<file path="src/rtl/core/tlp_pkg.sv">
package tlp_pkg;

    typedef enum logic [1:0] {
        PH_ACCEL  = 2'd0,
        PH_CRUISE = 2'd1,
        PH_DECEL  = 2'd2,
        PH_HOLD   = 2'd3
    } phase_t;

    typedef struct packed {
        logic   valid;
        phase_t phase;
    } ctl_t;

    localparam int CFG_IDX_BITS = 3;

    localparam logic [CFG_IDX_BITS-1:0] REG_START_X  = 3'd0;
    localparam logic [CFG_IDX_BITS-1:0] REG_START_Y  = 3'd1;
    localparam logic [CFG_IDX_BITS-1:0] REG_START_Z  = 3'd2;
    localparam logic [CFG_IDX_BITS-1:0] REG_GOAL_X   = 3'd3;
    localparam logic [CFG_IDX_BITS-1:0] REG_GOAL_Y   = 3'd4;
    localparam logic [CFG_IDX_BITS-1:0] REG_GOAL_Z   = 3'd5;
    localparam logic [CFG_IDX_BITS-1:0] REG_DURATION = 3'd6;

    localparam int DUR_RESET = 1000000;

endpackage

</file>
<file path="src/rtl/core/tlp_front.sv">
module tlp_front #(
    parameter int TB = 24,
    parameter int NW = 2 * TB + 5,
    parameter int DW = 2 * TB
) (
    input  logic            clk,
    input  logic            rst_n,
    input  logic            adv,
    input  logic            accept,
    input  logic [TB-1:0]   elapsed,
    input  logic [TB-1:0]   duration,
    output tlp_pkg::ctl_t   ctl,
    output logic [NW-1:0]   num,
    output logic [DW-1:0]   den
);
    import tlp_pkg::*;

    logic [TB+2:0] e5;
    logic [TB+2:0] t4;
    logic          t_zero;
    phase_t        ph_next;
    logic [TB-1:0] tsel_next;
    logic [TB+3:0] num1_next;

    ctl_t          ctl1_reg;
    logic [TB-1:0] tsel_reg;
    logic [TB+3:0] num1_1_reg;

    ctl_t          ctl2_reg;
    logic [DW-1:0] sq_reg;
    logic [DW-1:0] tt_reg;
    logic [TB+3:0] num1_2_reg;
    logic [TB-1:0] t2_reg;

    ctl_t          ctl3_reg;
    logic [NW-1:0] num_reg;
    logic [DW-1:0] den_reg;
    logic [NW-1:0] num_next;
    logic [DW-1:0] den_next;

    always_comb
    begin
        e5        = {elapsed, 2'b00} + (TB+3)'(elapsed);
        t4        = (TB+3)'({duration, 2'b00});
        t_zero    = (duration == '0);
        num1_next = (TB+4)'({elapsed, 3'b000}) + (TB+4)'({elapsed, 1'b0})
                    - (TB+4)'(duration);
        if (t_zero || elapsed >= duration)
        begin
            ph_next = PH_HOLD;
        end
        else if (e5 <= (TB+3)'(duration))
        begin
            ph_next = PH_ACCEL;
        end
        else if (e5 <= t4)
        begin
            ph_next = PH_CRUISE;
        end
        else
        begin
            ph_next = PH_DECEL;
        end
        tsel_next = (ph_next == PH_DECEL) ? (duration - elapsed) : elapsed;
    end

    always_comb
    begin
        num_next = (NW)'({sq_reg, 4'b0000}) + (NW)'({sq_reg, 3'b000}) + (NW)'(sq_reg);
        den_next = tt_reg;
        if (ctl2_reg.phase == PH_CRUISE)
        begin
            num_next = (NW)'(num1_2_reg);
            den_next = (DW)'(t2_reg);
        end
        else if (ctl2_reg.phase == PH_HOLD)
        begin
            num_next = '0;
            den_next = (DW)'(1);
        end
    end

    always_ff @(posedge clk or negedge rst_n)
    begin
        if (!rst_n)
        begin
            ctl1_reg <= '{valid: 1'b0, phase: PH_HOLD};
            ctl2_reg <= '{valid: 1'b0, phase: PH_HOLD};
            ctl3_reg <= '{valid: 1'b0, phase: PH_HOLD};
        end
        else if (adv)
        begin
            ctl1_reg <= '{valid: accept, phase: ph_next};
            ctl2_reg <= ctl1_reg;
            ctl3_reg <= ctl2_reg;
        end
    end

    always_ff @(posedge clk)
    begin
        if (adv)
        begin
            tsel_reg   <= tsel_next;
            num1_1_reg <= num1_next;
            sq_reg     <= tsel_reg * tsel_reg;
            tt_reg     <= duration * duration;
            t2_reg     <= duration;
            num1_2_reg <= num1_1_reg;
            num_reg    <= num_next;
            den_reg    <= den_next;
        end
    end

    assign ctl = ctl3_reg;
    assign num = num_reg;
    assign den = den_reg;

endmodule

</file>
<file path="config.mk">
export PLATFORM = sky130hd
export DESIGN_NAME = tlp_front
export DESIGN_NICKNAME = d
export VERILOG_FILES = /design/src/rtl/core/tlp_pkg.sv /design/src/rtl/core/tlp_front.sv
export SDC_FILE = /design/constraint.sdc
export NUM_CORES = 2
export LEC_CHECK = 0
export CAP_MARGIN = 20
export CORE_AREA = 8 8 290 292
export CTS_BUF_LIST = sky130_fd_sc_hd__clkbuf_4
export CTS_CLUSTER_SIZE = 12
export DETAILED_ROUTE_END_ITERATION = 8
export DIE_AREA = 0 0 298 300
export DONT_BUFFER_PORTS = 1
export PLACE_DENSITY_LB_ADDON = 0.05
export SLEW_MARGIN = 20
export SYNTH_ARGS = -nofsm -noshare
export SYNTH_HDL_FRONTEND = slang
export SYNTH_SLANG_ARGS = --single-unit
export TNS_END_PERCENT = 1
</file>
<file path="constraint.sdc">
create_clock -name clk -period 9.9 [get_ports clk]
set_input_delay 2.97 -clock clk [delete_from_list [all_inputs] [get_ports clk]]
set_output_delay 2.97 -clock clk [all_outputs]
set_load 0.05 [all_outputs]
</file>
==> impl_metrics.tcl <==
set metrics [dict create \
    drive_gt1_share_pct 5.28 \
    synth.top_cells.by_area "fa_1 (36%), edfxtp_1 (17%), ha_1 (13%)" \
    crit_family "adder cells" \
    critPathKind "in2reg" \
    cp-end-kind "flop" \
    cts_max_path_buffers 3 \
    syn_avg_cell_area_sq_um 9.84 \
    skew_ns 0.0897 \
    syn_area_sq_um 51100 \
    routed_wl_um 131000 \
    wl_per_cell_um 20.7 \
    pre_cts_ws_ns -0.0447 \
    largest_register_ffs 53 \
    grt_util_all_layers_pct 30.0 \
    nFillCells 6517 \
    yosysTopAreaCell "fa_1" \
    path_max_fanout 15 \
    viasPerCell 5.61 \
    layout_commonest_cell "inv_1" \
    crit_path_frequent_cell "inv_1" \
    clk_latency_ns 0.90 \
    rows 104 \
    initial_utilization_pct 64.1 \
    drt.antenna.violating_nets 0 \
    fp.dieW_um 298 \
    timing.fmax_mhz 110 \
    cts_made_buffers 86 \
    finalCriticalPeriod_ns 9.09 \
    crit_path_start_kind "input pin" \
    fin_ws_ns 0.812 \
    cp.arrival_ns 9.72 \
    yosysUniqueCellTypes 86 \
    status "finished, final reports clean" \
    portBuffers 0 \
    cpMaxStageDelayCell "fa_1" \
    drc_errors 0 \
    min_path_type "reg2reg" \
    postPlaceCellArea_sq_um 52500 \
    worst_pin_slew_ns 1.19 \
    clock_sinks 306 \
    cp.required_ns 10.53 \
    synth_edf_count 297 \
    ios 156 \
    ys_ff_latch 306 \
    finalNonFillerCells 6333 \
    dieArea_sq_um 89400 \
    die_h_um 300 \
    routed-via-count 35500 \
    rr_worst_depth 26 \
    grt_start_max_net_pins 310 \
    synthCells 5190 \
    drtPass1Iterations 7 \
    path_buf_inv 9 \
    slew_viol_final 0 \
    maxCapViolations 0 \
    whs_path_depth 0 \
    grt_pass1_vias 38400 \
    cts_tree "done" \
    finalHoldViolCount 0 \
    gp_congestion 0.944 \
    cts_hold_buf 0 \
    path_depth 27 \
    dp.cells 6185 \
    core_sq_um 79600 \
    path_clk_slew_ns 0.07 \
    slowest_delay_ns 0.58 \
    clockRootBuffer "clkbuf_4" \
    htreeDepth 3 \
    final_cell_mix "inv_1 (1301), fa_1 (911), ha_1 (533), nand2_1 (419), edfxtp_1 (297)" \
    post_cts_buffers 0 \
    grt_overflow_total 0 \
    cts.repair.resized 0 \
    antenna_found_initial 5 \
    drtIter0Drc 2275 \
    netlist.area_leader.share_pct 35.7 \
    max_slew_margin_pct 20.4 \
    synth.yosys.seq_area_share_pct 17.9 \
    setup_viol 0 \
    synth-main-ff-cell "edfxtp_1" \
    syn_nets 6686 \
    grt_pass1_wl_um 211000 \
    postLayoutCellArea_sq_um 53600 \
    synthArstFlopShare_pct 2.94 \
    areaGrowthSynthToFinish_pct 5.01 \
    period_share_pct 91.8 \
    rsz0062_at_grt "false" \
    dpl.hpwl_um 107000 \
    nets 6710 \
    yosys_warnings 0 \
]
final timing paths:
check	slack, ns	end	startpoint
worst max-delay path	0.81	tt_reg[47]$_DFFE_PP_	duration[14]
worst min-delay path	0.39	num1_2_reg[8]$_DFFE_PP_	num1_1_reg[8]$_DFFE_PP_
max in group asynchronous	7.88	ctl1_reg[0]$_DFFE_PN1P_	rst_n
min in group asynchronous	1.84	ctl2_reg[2]$_DFFE_PN0P_	rst_n
worst min register to register	0.39	num1_2_reg[8]$_DFFE_PP_	num1_1_reg[8]$_DFFE_PP_
worst max register to register	1.74	sq_reg[47]$_DFFE_PP_	tsel_reg[9]$_DFFE_PP_
per-layer routing:
layer / wire length [um] / vias up / global-route usage, % / part of all wire, %
met1: 52000 / 17700 / 38.3 / 40
met5: 13 / - / 0 / 0.0099
met2: 63500 / 1227 / 50.0 / 48
met4: 5720 / 2 / 11.8 / 4.4
li1: - / 16300 / - / -
met3: 10000 / 318 / 6.75 / 7.6
Yosys cell counts, types with 9 or more instances:
master,instances
nor2_1,273
a21o_1,126
mux2i_1,23
and3_1,18
xor2_1,74
o21a_1,21
o21ai_0,121
nand2_1,419
nand2b_1,17
a211oi_1,31
mux2_2,10
buf_1,13
nand3_1,43
nor3_1,32
and2_1,119
o21bai_1,33
o211ai_1,10
a21oi_1,206
nor4_1,10
fa_1,911
clkbuf_1,127
edfxtp_1,297
o31ai_1,11
ha_1,533
a31oi_1,20
xnor2_1,133
or2_2,9
inv_1,1301
nor2b_1,52
nand4_1,31
a22o_1,27
logic make-up after synthesis:
family	after synthesis	synth area share [%]
DFF	306	17.9
muxes	33	0.671
AOI/OAI and AO/OA	699	9.06
buffers and inverters	1455	10.7
and+or+nand+nor	1046	9.30
xor gates and xnor gates	207	3.55
adders and majority gates	1444	48.8
final cells by class:
| class | instances | area, sq um | share of cell area [%] |
|---|---|---|---|
| Inverter | 1311 | 4920 | 9.18 |
| Clock inverter | 18 | 194 | 0.362 |
| Multi-Input combinational cell | 3429 | 36400 | 68.0 |
| Clock buffer | 126 | 946 | 1.76 |
| Antenna cell | 3 | 7.51 | 0.0140 |
| Sequential cell | 306 | 9150 | 17.1 |
| Timing Repair Buffer | 80 | 633 | 1.18 |
| Tap cell | 1060 | 1330 | 2.47 |
per-stage QoR:
| step | hold slack [ns] | setup TNS [ns] | util (%) |
|---|---|---|---|
| after floorplan | 0.400 | 0 | - |
| after global placement | 0.402 | 0 | 65.9 |
| after detailed placement | 0.405 | -0.0524 | 65.9 |
| after CTS | 0.392 | 0 | 67.3 |
| after global routing | 0.405 | 0 | 67.3 |
| final | 0.386 | 0 | 67.3 |
Power is not shown: default switching activity piles up to over one toggle a cycle in this logic, so the estimate is an artifact.
